===== config.mk =====
export PLATFORM = sky130hd
export DESIGN_NAME = ipv4_transport_checksum_stream
export DESIGN_NICKNAME = d
export VERILOG_FILES = /design/src/hw/rtl/itcs_pkg.sv /design/src/hw/rtl/itcs_accum.sv /design/src/hw/rtl/itcs_final.sv /design/src/hw/rtl/ipv4_transport_checksum_stream.sv
export SDC_FILE = /design/constraint.sdc
export NUM_CORES = 1
export LEC_CHECK = 0
export BUFFER_PORTS_ARGS = -buffer_cell sky130_fd_sc_hd__buf_2
export CAP_MARGIN = 20
export CORE_ASPECT_RATIO = 1.75
export CORE_MARGIN = 10
export CORE_UTILIZATION = 45
export DETAILED_ROUTE_END_ITERATION = 16
export MAX_ROUTING_LAYER = met4
export SETUP_SLACK_MARGIN = 0.15
export SYNTH_ARGS = -nofsm -noshare
export SYNTH_HDL_FRONTEND = slang
export SYNTH_SLANG_ARGS = --single-unit

===== constraint.sdc =====
create_clock -name clk -period 21.7 [get_ports clk]
set_clock_uncertainty 0.05 [all_clocks]
set_input_delay 1.085 -clock clk [delete_from_list [all_inputs] [get_ports clk]]
set_output_delay 1.085 -clock clk [all_outputs]
set_load 0.02 [all_outputs]

===== src/hw/rtl/itcs_pkg.sv =====
// Types and constants shared by the IPv4 transport checksum stream block.
package itcs_pkg;

  localparam logic [7:0]  ProtoUdp      = 8'd17;
  localparam logic [7:0]  ProtoTcp      = 8'd6;
  localparam logic [3:0]  MinIhl        = 4'd5;
  localparam logic [15:0] MaxByteIndex  = 16'hFFFF;
  localparam logic [15:0] HdrCksumHi    = 16'd10;
  localparam logic [15:0] HdrCksumLo    = 16'd11;
  localparam logic [15:0] SrcAddrFirst  = 16'd12;
  localparam logic [15:0] DstAddrLast   = 16'd19;
  localparam logic [15:0] TotLenHi      = 16'd2;
  localparam logic [15:0] TotLenLo      = 16'd3;
  localparam logic [15:0] TcpCksumHi    = 16'd16;
  localparam logic [15:0] TcpCksumLo    = 16'd17;
  localparam logic [15:0] UdpPortAHi    = 16'd0;
  localparam logic [15:0] UdpPortALo    = 16'd1;
  localparam logic [15:0] UdpPortBHi    = 16'd2;
  localparam logic [15:0] UdpPortBLo    = 16'd3;
  localparam logic [15:0] UdpLenHi      = 16'd4;
  localparam logic [15:0] UdpLenLo      = 16'd5;
  localparam logic [15:0] UdpCksumHi    = 16'd6;
  localparam logic [15:0] UdpCksumLo    = 16'd7;
  localparam logic [15:0] UdpHdrBytes   = 16'd6;
  localparam logic [5:0]  MinHeaderLen  = 6'd20;

  typedef struct packed {
    logic [7:0] pkt_byte;
    logic       last_byte;
    logic       l4_kind;
  } byte_item_t;

  typedef struct packed {
    logic [15:0] header_checksum;
    logic [15:0] l4_checksum;
    logic        short_packet;
  } result_t;

  typedef struct packed {
    logic [15:0] byte_index;
    logic [5:0]  header_len;
    logic [15:0] total_len;
    logic [15:0] transport_len;
    logic        is_tcp;
    logic [31:0] header_sum;
    logic [31:0] transport_sum;
    logic [15:0] port_word_a;
    logic [15:0] port_word_b;
  } pkt_state_t;

  typedef struct packed {
    logic       valid;
    pkt_state_t state;
  } snapshot_t;

endpackage


===== src/hw/rtl/itcs_accum.sv =====
// Input register and per-byte running sums; hands the final packet state on.
module itcs_accum (
  input  logic                 clk,
  input  logic                 rst,
  input  logic                 byte_valid,
  output logic                 byte_stall,
  input  itcs_pkg::byte_item_t byte_item,
  output itcs_pkg::snapshot_t  snap,
  input  logic                 snap_take
);

  logic                 iv;
  itcs_pkg::byte_item_t ir;
  itcs_pkg::pkt_state_t st;
  itcs_pkg::pkt_state_t st_next;
  logic                 proc;
  logic                 snap_free;

  logic [15:0] i;
  logic [15:0] v;
  logic [3:0]  ihl;
  logic [5:0]  hl_eff;
  logic [15:0] hl16;
  logic [15:0] tl3;
  logic [15:0] o;
  logic        t_add;

  assign snap_free  = !snap.valid || snap_take;
  assign proc       = iv && (!ir.last_byte || snap_free);
  assign byte_stall = iv && !proc;

  always_comb begin
    i       = st.byte_index;
    v       = i[0] ? {8'h00, ir.pkt_byte} : {ir.pkt_byte, 8'h00};
    ihl     = (ir.pkt_byte[3:0] < itcs_pkg::MinIhl) ? itcs_pkg::MinIhl : ir.pkt_byte[3:0];
    hl_eff  = (i == 16'd0) ? {ihl, 2'b00} : st.header_len;
    hl16    = {10'd0, hl_eff};
    tl3     = {st.total_len[15:8], ir.pkt_byte};
    o       = i - hl16;
    t_add   = 1'b0;
    st_next = st;
    if (i != itcs_pkg::MaxByteIndex) begin
      if (i == 16'd0) begin
        st_next.header_len = hl_eff;
        st_next.is_tcp     = ir.l4_kind;
      end
      if (i == itcs_pkg::TotLenHi) begin
        st_next.total_len[15:8] = ir.pkt_byte;
      end
      if (i == itcs_pkg::TotLenLo) begin
        st_next.total_len[7:0] = ir.pkt_byte;
        if (st.is_tcp) begin
          st_next.transport_len = (tl3 >= hl16) ? (tl3 - hl16) : 16'd0;
        end
      end
      if (i < hl16 && i != itcs_pkg::HdrCksumHi && i != itcs_pkg::HdrCksumLo) begin
        st_next.header_sum = st.header_sum + {16'd0, v};
      end
      if (i >= itcs_pkg::SrcAddrFirst && i <= itcs_pkg::DstAddrLast) begin
        t_add = 1'b1;
      end
      if (i >= hl16) begin
        if (st.is_tcp) begin
          t_add = (o < st.transport_len) && o != itcs_pkg::TcpCksumHi &&
                  o != itcs_pkg::TcpCksumLo;
        end else begin
          priority if (o == itcs_pkg::UdpPortAHi) begin
            st_next.port_word_a[15:8] = ir.pkt_byte;
          end else if (o == itcs_pkg::UdpPortALo) begin
            st_next.port_word_a[7:0] = ir.pkt_byte;
          end else if (o == itcs_pkg::UdpPortBHi) begin
            st_next.port_word_b[15:8] = ir.pkt_byte;
          end else if (o == itcs_pkg::UdpPortBLo) begin
            st_next.port_word_b[7:0] = ir.pkt_byte;
          end else if (o == itcs_pkg::UdpLenHi) begin
            st_next.transport_len[15:8] = ir.pkt_byte;
          end else if (o == itcs_pkg::UdpLenLo) begin
            st_next.transport_len[7:0] = ir.pkt_byte;
          end else begin
            t_add = (o < st.transport_len) && o != itcs_pkg::UdpCksumHi &&
                    o != itcs_pkg::UdpCksumLo;
          end
        end
      end
      if (t_add) begin
        st_next.transport_sum = st.transport_sum + {16'd0, v};
      end
      st_next.byte_index = i + 16'd1;
    end
  end

  always_ff @(posedge clk) begin
    if (rst) begin
      iv         <= 1'b0;
      st         <= '0;
      snap.valid <= 1'b0;
    end else begin
      if (!byte_stall) begin
        iv <= byte_valid;
      end
      if (proc) begin
        st <= ir.last_byte ? '0 : st_next;
      end
      if (proc && ir.last_byte) begin
        snap.valid <= 1'b1;
      end else if (snap_take) begin
        snap.valid <= 1'b0;
      end
    end
    if (byte_valid && !byte_stall) begin
      ir <= byte_item;
    end
    if (proc && ir.last_byte) begin
      snap.state <= st_next;
    end
  end

`ifndef SYNTHESIS
  // A held snapshot is never overwritten before the output stage has taken it.
  assert property (@(posedge clk) disable iff (rst)
    snap.valid && !snap_take |=> snap.valid && $stable(snap.state))
    else $error("snapshot overwritten before it was taken");

  // The last byte of a packet leaves the running state cleared.
  assert property (@(posedge clk) disable iff (rst)
    proc && ir.last_byte |=> st.byte_index == 16'd0 && st.header_sum == 32'd0)
    else $error("packet state not cleared after the final byte");

  // Once a packet has started its header length is at least twenty bytes.
  assert property (@(posedge clk) disable iff (rst)
    st.byte_index != 16'd0 |-> st.header_len >= itcs_pkg::MinHeaderLen)
    else $error("header length below the minimum within a packet");
`endif

endmodule


===== src/hw/rtl/itcs_final.sv =====
// Folds the packet sums into checksums and holds the result register.
module itcs_final (
  input  logic                clk,
  input  logic                rst,
  input  itcs_pkg::snapshot_t snap,
  output logic                snap_take,
  output logic                result_valid,
  input  logic                result_stall,
  output itcs_pkg::result_t   result_item
);

  itcs_pkg::pkt_state_t s;
  itcs_pkg::result_t    res;
  logic [15:0] len;
  logic [15:0] wa;
  logic [15:0] wb;
  logic [15:0] wl;
  logic [19:0] extra;
  logic [31:0] tsum;
  logic [16:0] tf1;
  logic [15:0] tf2;
  logic [16:0] hf1;
  logic [15:0] hf2;
  logic [15:0] tck;
  logic [15:0] hl16;
  logic [16:0] hl_tl;
  logic [16:0] hl_udp;
  logic        udp;

  assign snap_take = !result_valid || !result_stall;

  always_comb begin
    s    = snap.state;
    len  = s.transport_len;
    udp  = !s.is_tcp;
    wa   = (len >= 16'd2) ? s.port_word_a :
           (len == 16'd1) ? (s.port_word_a & 16'hFF00) : 16'h0000;
    wb   = (len >= 16'd4) ? s.port_word_b :
           (len == 16'd3) ? (s.port_word_b & 16'hFF00) : 16'h0000;
    wl   = (len >= 16'd6) ? len :
           (len == 16'd5) ? (len & 16'hFF00) : 16'h0000;
    if (udp) begin
      extra = {12'd0, itcs_pkg::ProtoUdp} + {4'd0, len} + {4'd0, wa} + {4'd0, wb} +
              {4'd0, wl};
    end else begin
      extra = {12'd0, itcs_pkg::ProtoTcp} + {4'd0, len};
    end
    tsum = s.transport_sum + {12'd0, extra};
    tf1  = {1'b0, tsum[15:0]} + {1'b0, tsum[31:16]};
    tf2  = tf1[15:0] + {15'd0, tf1[16]};
    tck  = ~tf2;
    if (udp && tck == 16'h0000) begin
      tck = 16'hFFFF;
    end
    hf1  = {1'b0, s.header_sum[15:0]} + {1'b0, s.header_sum[31:16]};
    hf2  = hf1[15:0] + {15'd0, hf1[16]};
    hl16   = {10'd0, s.header_len};
    hl_tl  = {1'b0, hl16} + {1'b0, len};
    hl_udp = {1'b0, hl16} + {1'b0, itcs_pkg::UdpHdrBytes};
    res.header_checksum = ~hf2;
    res.l4_checksum     = tck;
    res.short_packet    = (s.byte_index < hl16) || (s.byte_index < s.total_len) ||
                          ({1'b0, s.byte_index} < hl_tl) ||
                          (udp && {1'b0, s.byte_index} < hl_udp);
  end

  always_ff @(posedge clk) begin
    if (rst) begin
      result_valid <= 1'b0;
    end else if (snap_take) begin
      result_valid <= snap.valid;
    end
    if (snap_take && snap.valid) begin
      result_item <= res;
    end
  end

`ifndef SYNTHESIS
  // A waiting snapshot reaches the result register when it is free.
  assert property (@(posedge clk) disable iff (rst)
    snap.valid && !result_valid |=> result_valid)
    else $error("snapshot not moved into a free result register");

  // A result that is not taken is not replaced by the next snapshot.
  assert property (@(posedge clk) disable iff (rst)
    result_valid && result_stall |=> result_valid && $stable(result_item))
    else $error("pending result replaced before it was taken");
`endif

endmodule


===== src/hw/rtl/ipv4_transport_checksum_stream.sv =====
// Top level of the IPv4 header and UDP/TCP transport checksum stream block.
// The block takes one packet byte per cycle in wire order and raises one result per packet,
// carrying the header checksum, the transport checksum with pseudo-header and a short-packet
// flag. Bytes are still taken while a finished result waits at the output. The final byte of
// a packet passes through the input register, the snapshot register and the result register in
// turn before its result is valid. The byte path stalls only when a final byte meets both the
// snapshot and the result register still occupied.
module ipv4_transport_checksum_stream (
  input  logic                 clk,
  input  logic                 rst,
  input  logic                 byte_valid,
  output logic                 byte_stall,
  input  itcs_pkg::byte_item_t byte_item,
  output logic                 result_valid,
  input  logic                 result_stall,
  output itcs_pkg::result_t    result_item
);

  itcs_pkg::snapshot_t snap;
  logic                snap_take;

  itcs_accum u_accum (
    .clk        (clk),
    .rst        (rst),
    .byte_valid (byte_valid),
    .byte_stall (byte_stall),
    .byte_item  (byte_item),
    .snap       (snap),
    .snap_take  (snap_take)
  );

  itcs_final u_final (
    .clk          (clk),
    .rst          (rst),
    .snap         (snap),
    .snap_take    (snap_take),
    .result_valid (result_valid),
    .result_stall (result_stall),
    .result_item  (result_item)
  );

endmodule

==> summary.md, run 1 <==
| Metric | Value |
|---|---|
| Num ports | `slightly below 50` |
| Reg2reg start | `u_accum.snap[106]` |
| Netlist cell types | `92` |
| Clock-pin slew on the worst setup and hold paths | `0.07 ns` |
| Clock latency at the later pin of the worst-skew pair | `0.56 ns` |
| Port bufs | `48` |
| Cells after DPL | `3161` |
| Worst Hold Path Cells | `2` |
| CP Launch Type | `register` |
| Initial DRC Count | `1096` |
| Slew Limit Fails | `0` |
| Top_reg_cell synth | `edfxtp_1` |
| Fin nets | `2765` |
| Routability cong. | `0.966` |
| Die height | `about 330 um` |
| Initial antenna violation count | `0` |
| Final Hold Viols | `0` |
| Die area | `63200 um^2` |
| Post-synth EDFFs | `194` |
| Total iterations of the first detailed-routing run | `7` |
| Hold WS | `0.391 ns` |
| Post-Route WL | `69900 um` |
| H-tree depth | `2` |
| CP Depth | `between 40 and 50` |
| Leakage | `around 11 nW` |
| Layout cells sized above 1 | `0.0989` |
| Cts hold-fix bufs | `0` |
| Reg2Reg Capture Point | `u_final.result_item[8]` |
| CTS buffer count | `35` |
| Unrepaired setup endpoints after global routing | `false` |
| Overflow left after global routing | `0` |
| Synth area leader | `edfxtp_1` |
| Drt drc | `0` |
| Synth async-reset ratio | `0` |
| Setup TNS | `0 ns` |
| P&R area growth vs syn | `8.60%` |
| Clock Tree Root | `clkbuf_16` |
| Vias in the first global route | `18800` |
| Synth Area per Inst | `roughly 9.4 um^2` |
| Antenna viol nets, final | `0` |
| Req. time, crit path | `22.02 ns` |
| Yosys reg bits | `approximately 350` |
| Die W | `194 um` |
| First-pass GRT wire length | `between 100000 and 150000 um` |
| Top-count cell post-synth | `edfxtp_1` |
| Starting Density | `0.456` |
| Synth Instances | `2535` |
| Total track usage | `0.220` |
| Syn_nets | `2778` |
| Synth cell count leaders | `edfxtp_1 (194), ha_1 (190), nand2_1 (189), nor2_1 (171), dfxtp_1 (154)` |
| Hold Startpoint | `u_accum.st[130]` |
| CP max-delay cell | `or4_1` |
| Reg2reg setup slack | `10.0 ns` |
| Top delay family on crit path | `compound AO/OA/AOI/OAI gates` |
| Max IR drop VDD | `0.0000533 V` |
| Crit path kind | `reg2reg` |
| Synth top area share | `0.243` |
| Crit. End Element | `register` |
| Power Dens Cells | `72.8 nW/um^2` |
| Most frequent CP cell | `a21oi_1` |
| Sequential area share after synthesis | `0.372` |
| Core area | `52500 um^2` |
| Slew headroom | `0.315` |
| Post-CTS resize count | `0` |
| Avg Vias per Cell | `around 5.8` |
| CTS tree | `done` |
| Setup bufs post-CTS | `0` |
| Final setup viols | `0` |
| Syn Std Cell Area | `around 24000 um^2` |
| CTS sink cnt | `348` |
| Top cells by area, synth | `edfxtp_1 (24%), dfxtp_1 (13%), ha_1 (9.9%), xnor2_1 (5.6%), mux2_2 (3.4%)` |
| Drt wl/cell | `21.7 um` |
| CP peak stage delay | `0.60 ns` |
| Largest net degree at the start of global routing | `85` |
| Min Tclk post-route | `11.70 ns` |
| Max-cap violations | `0` |
| Tcrit/Tclk final | `0.539` |
| Fillcell total | `4881` |
| Post-Layout Cell Count | `between 3000 and 4000` |
| R2r worst-path depth | `45` |
| Crit Path Max Fanout | `14` |
| Min-delay worst type | `reg2reg` |
| Worst hold endpoint | `u_accum.st[130]` |
| Buf+Inv Stages, Crit Path | `2` |
| # rows | `111` |
| Worst Tran Pin Value | `1.02 ns` |
| Status | `complete, no violations` |
| Yosys warns | `0` |
| CTS max path bufs | `3` |
| Via count | `18800` |
| Worst Path Arrival | `12.03 ns` |
| Post-DP HPWL | `53900 um` |
| Maximum clock frequency | `85.4 MHz` |
routing by layer:
metal,up-vias,GRT usage,part of all wire
met1,9075,0.214,0.36
met4,0,0.142,0.073
met2,460,0.406,0.53
li1,9116,-,-
met3,191,0.0223,0.032
met5,-,-,0
cells by family after synthesis:
logic type	after synthesis	share of synthesized area
adders and majority gates	229	0.132
DFF	348	0.372
and+or+nand+nor	783	0.168
buffers and inverters	278	0.0446
AOI/OAI and AO/OA	588	0.163
xor gates and xnor gates	232	0.0849
muxes	77	0.0360
worst max-delay path by stage:
| stage | slack (ns) | start | to |
|---|---|---|---|
| after floorplan | 11.19 | u_accum.snap[106] | u_final.result_item[11] |
| after global placement | 10.19 | u_accum.snap[106] | u_final.result_item[6] |
| after detailed placement | 10.05 | u_accum.snap[106] | u_final.result_item[11] |
| after CTS | 9.98 | u_accum.snap[106] | u_final.result_item[11] |
| after global routing | 8.90 | u_accum.snap[106] | u_final.result_item[8] |
| final | 10.0 | u_accum.snap[106] | u_final.result_item[8] |
where the power goes:
group          switching (W)  internal [W]  total (W)
combinational       0.000307      0.000196   0.000503
clock               0.000277      0.000382   0.000659
sequential         0.0000116      0.000719   0.000730
placed cells by master, fill, tap and decap left out, drive strengths merged, types with 6 or more instances in the layout:
| cell type | synthesis | final |
|---|---|---|
| a2111oi | 8 | 8 |
| a211o | 7 | 7 |
| a211oi | 12 | 12 |
| a21o | 54 | 54 |
| a21oi | 138 | 138 |
| a22o | 45 | 45 |
| a22oi | 50 | 50 |
| a31oi | 25 | 25 |
| and2 | 19 | 19 |
| and3 | 26 | 26 |
| buf | 12 | 73 |
| clkbuf | 112 | 48 |
| clkinv | 0 | 8 |
| dfxtp | 154 | 154 |
| edfxtp | 194 | 194 |
| fa | 39 | 39 |
| ha | 190 | 190 |
| inv | 154 | 158 |
| mux2 | 72 | 72 |
| nand2 | 192 | 192 |
| nand2b | 51 | 51 |
| nand3 | 91 | 91 |
| nand3b | 6 | 6 |
| nand4 | 25 | 25 |
| nor2 | 175 | 175 |
| nor2b | 36 | 36 |
| nor3 | 56 | 56 |
| nor3b | 8 | 8 |
| nor4 | 28 | 28 |
| o211ai | 14 | 14 |
| o21a | 29 | 29 |
| o21ai | 123 | 123 |
| o21bai | 19 | 19 |
| o221ai | 7 | 7 |
| o31ai | 12 | 12 |
| or2 | 12 | 12 |
| or3 | 20 | 20 |
| or4 | 16 | 16 |
| xnor2 | 153 | 153 |
| xor2 | 79 | 79 |
worst min-delay path, stage by stage (launching register included):
cell	delay, ns
dfxtp_1	0.31
inv_1	0.05
nor2_1	0.04
layout make-up:
type / instances / area [um^2] / area share
diodes: 1 / 2.50 / 0.0000963
inverters: 154 / 583 / 0.0224
multi-input cells: 1909 / 14000 / 0.538
clock inverters: 17 / 231 / 0.00890
well taps: 678 / 848 / 0.0326
repair buffers: 74 / 442 / 0.0170
clock buffers: 47 / 983 / 0.0378
flip-flops and latches: 348 / 8910 / 0.343
state kept, by name, indices dropped and copies added (netlist names):
name                  count
u_accum.i                16
u_accum.ir               10
u_accum.iv                1
u_accum.snap            152
u_accum.st              135
u_final.result_item      33
u_final.result_valid      1
metrics by stage:
stage | utilization | setup slack (ns) | cell area [um^2] | power (W)
after floorplan | - | 11.19 | 23900 | 0.00112
after global placement | 0.472 | 10.19 | 24800 | 0.00124
after detailed placement | 0.472 | 10.05 | 24800 | 0.00125
after CTS | 0.495 | 9.98 | 26000 | 0.00191
after global routing | 0.495 | 8.90 | 26000 | 0.00198
final | 0.495 | 10.0 | 26000 | 0.00189
No activity file was read; power rests on OpenSTA's default activity.
==> inputs of run 2 (changes only) <==
--- a/config.mk
+++ b/config.mk
@@ -5,6 +5,7 @@
 export SDC_FILE = /design/constraint.sdc
 export NUM_CORES = 1
 export LEC_CHECK = 0
+export ABC_AREA = 1
 export BUFFER_PORTS_ARGS = -buffer_cell sky130_fd_sc_hd__buf_2
 export CAP_MARGIN = 20
 export CORE_ASPECT_RATIO = 1.75
==> constraint.sdc (replaced) <==
create_clock -name clk -period 10.65 [get_ports clk]
set_clock_uncertainty 0.05 [all_clocks]
set_input_delay 0.5325 -clock clk [delete_from_list [all_inputs] [get_ports clk]]
set_output_delay 0.5325 -clock clk [all_outputs]
set_load 0.02 [all_outputs]
==> run 2 against run 1 <==
Compared with the run above: sequential share of layout area decreased by 2.5 points; clock power increased by 110%; register-to-register slack lost 9.4 ns; routed wire length up 16%; cell count up 27%; count of clock-buffer cells in the layout fell by 4; sequential power increased by 110%; via count up 18%; largest cell class unchanged; highest routed layer unchanged.
==> summary.md, run 2 <==
| Metric | Value |
|---|---|
| Yosys reg bits | `roughly 350` |
| Worst Hold Path Cells | `1` |
| Most frequent CP cell | `nand2_1` |
| Status | `complete, no violations` |
| Sw Share | `0.340` |
| Vias in the first global route | `roughly 22000` |
| CTS tree | `done` |
| Num ports | `49` |
| CP max-delay cell | `fa_1` |
| Avg Vias per Cell | `5.43` |
| Maximum clock frequency | `approximately 100 MHz` |
| Max-cap violations | `0` |
| Post-Route WL | `81300 um` |
| Clock Tree Root | `clkbuf_16` |
| Core area | `55100 um^2` |
| CTS sink cnt | `348` |
| # diodes | `0` |
| Biggest regs | `u_accum.snap (152), u_accum.st (135), u_final.result_item (33)` |
| Cts hold-fix bufs | `0` |
| Top reg by flops | `u_accum.snap` |
| Initial DRC Count | `around 1300` |
| Final Hold Viols | `0` |
| Layout cells sized above 1 | `0.0917` |
| Die area | `65500 um^2` |
| Flop pwr share | `0.366` |
| # rows | `114` |
| Synth cell count leaders | `nand2_1 (851), inv_1 (468), a21oi_1 (310), nor2_1 (199), edfxtp_1 (194)` |
| Slew Limit Fails | `0` |
| Synth Instances | `3293` |
| Yosys warns | `0` |
| Worst Path Arrival | `10.41 ns` |
| Crit path kind | `reg2reg` |
| Crit Path Max Fanout | `6` |
| Power share of the clock group | `0.332` |
| Most common cell after layout, fill and taps aside | `nand2_1` |
| Slew headroom | `0.167` |
| Die W | `198 um` |
| Max IR drop VDD | `about 0.00012 V` |
| Crit. End Element | `register` |
| Starting Density | `0.452` |
| Commonest non-fill, non-tap cells in the layout | `nand2_1 (844), inv_1 (462), a21oi_1 (297)` |
| Total track usage | `0.249` |
| Drt drc | `0` |
| Leakage | `12.3 nW` |
| Largest net degree at the start of global routing | `86` |
| Sequential area share after synthesis | `0.358` |
| Antenna viol nets, final | `0` |
| Via count | `22300` |
| Req. time, crit path | `11.01 ns` |
| R2r worst-path depth | `60` |
| Tcrit/Tclk final | `0.943` |
| Port bufs | `48` |
| First-pass GRT wire length | `123000 um` |
| Synth top area share | `0.234` |
| Total iterations of the first detailed-routing run | `6` |
| Min-delay worst type | `in2reg` |
| Drt wl/cell | `19.8 um` |
| Syn Std Cell Area | `24900 um^2` |
| Routability cong. | `0.970` |
| Internal Dissipation | `0.00272 W` |
| Top cells by area, synth | `edfxtp_1 (23%), nand2_1 (13%), dfxtp_1 (12%), ha_1 (9.5%), inv_1 (7.1%)` |
| Clock-pin slew on the worst setup and hold paths | `0.07 ns` |
| Synth Area per Inst | `7.56 um^2` |
| Post-DP HPWL | `between 60000 and 70000 um` |
| CTS buffer count | `36` |
| Largest register FFs | `152` |
| P_sw | `0.00140 W` |
| Final setup viols | `0` |
| P&R area growth vs syn | `12.5%` |
| Syn_nets | `roughly 3500` |
| Fin nets | `3630` |
| H-tree depth | `2` |
| CTS max path bufs | `3` |
| Power Dens Cells | `147 nW/um^2` |
| Initial antenna violation count | `1` |
| Top-count cell post-synth | `nand2_1` |
| Netlist cell types | `61` |
| Min Tclk post-route | `10.05 ns` |
| Synth area leader | `edfxtp_1` |
| Worst Tran Pin Value | `1.24 ns` |
| Hold WS | `0.0951 ns` |
| Setup TNS | `0 ns` |
| Total power draw | `~0.0041 W` |
| Post-synth EDFFs | `194` |
| Clock latency at the later pin of the worst-skew pair | `~0.58 ns` |
| Synth async-reset ratio | `0` |
| Top_reg_cell synth | `edfxtp_1` |
| Combinational Power Share | `0.302` |
| Die height | `331 um` |
| CP Launch Type | `register` |
| CP peak stage delay | `0.53 ns` |
| Overflow left after global routing | `0` |
==> run 2: changes by cell type in the layout (fill, tap and decap cells not counted), moves of 51 or more <==
cell and change:
xnor2_1 -107, nand2_1 +656, mux2_2 -72, nand2b_1 -51, nand3_1 +68, inv_1 +310
buf_4 +70, a21oi_1 +159
==> run 2: final timing paths <==
check,from,endpoint,slack (ns)
max,u_accum.snap[112],u_final.result_item[13],0.60
min,byte_item[0],u_accum.ir[0],0.1
max reg2reg,u_accum.snap[112],u_final.result_item[13],0.60
min reg2reg,u_accum.st[130],u_accum.st[130],0.40
==> run 2: critical path: cells and delay by family (launching register included) <==
kind,cells,cell delay (ns)
AO/OA/AOI/OAI,12,1.53
flip-flops,1,0.40
AND/OR/NAND/NOR,30,3.97
XOR/XNOR,3,0.59
adder cells (fa/ha/maj),7,2.46
buffers and inverters,8,0.87
==> run 2: logic make-up after synthesis <==
kind of cell,Yosys count,share of synthesized area
mux,10,0.00402
flops,348,0.358
fa+ha+maj,229,0.127
compound gates,578,0.128
xor+xnor,171,0.0601
simple gates,1390,0.236
buf+inv,567,0.0867
==> run 2: power by group through the flow <==
stage               clock network [W]  logic [W]  registers [W]
finish                        0.00137    0.00124        0.00151
global route                  0.00144    0.00138        0.00151
CTS                           0.00139    0.00116        0.00151
detailed placement                  0    0.00115        0.00154
global placement                    0    0.00113        0.00154
floorplan                           0   0.000759        0.00153
==> run 2: stage by stage <==
stage	setup slack (ns)	util	cells	cell area (um^2)
floorplan	1.00	-	3293	24900
global placement	0.165	0.477	4024	26300
detailed placement	-0.00208	0.477	4024	26300
CTS	0.157	0.500	4090	27500
global route	-0.0614	0.509	4111	28000
finish	0.602	0.509	4111	28000
==> run 2: routing by layer <==
layer,track usage,vias up,routed length (um)
li1,-,11000,-
met1,0.225,10500,27300
met2,0.474,534,45100
met3,0.0235,228,2590
met4,0.175,0,6420
met5,-,-,0
==> run 2: cell type report <==
cell class	count	area, um^2
timing repair buffer	146	1030
fill	5361	27000
multi-input combinational	2378	14200
sequential	348	8910
inverter	477	1800
tap	696	871
clock buffer	43	957
clock inverter	23	294
==> run 2: repair_timing <==
item	CTS	global route
pin swaps	1	35
buffers inserted	0	19
setup endpoints to repair	15	16
cloned	0	1
gates resized for setup	4	88
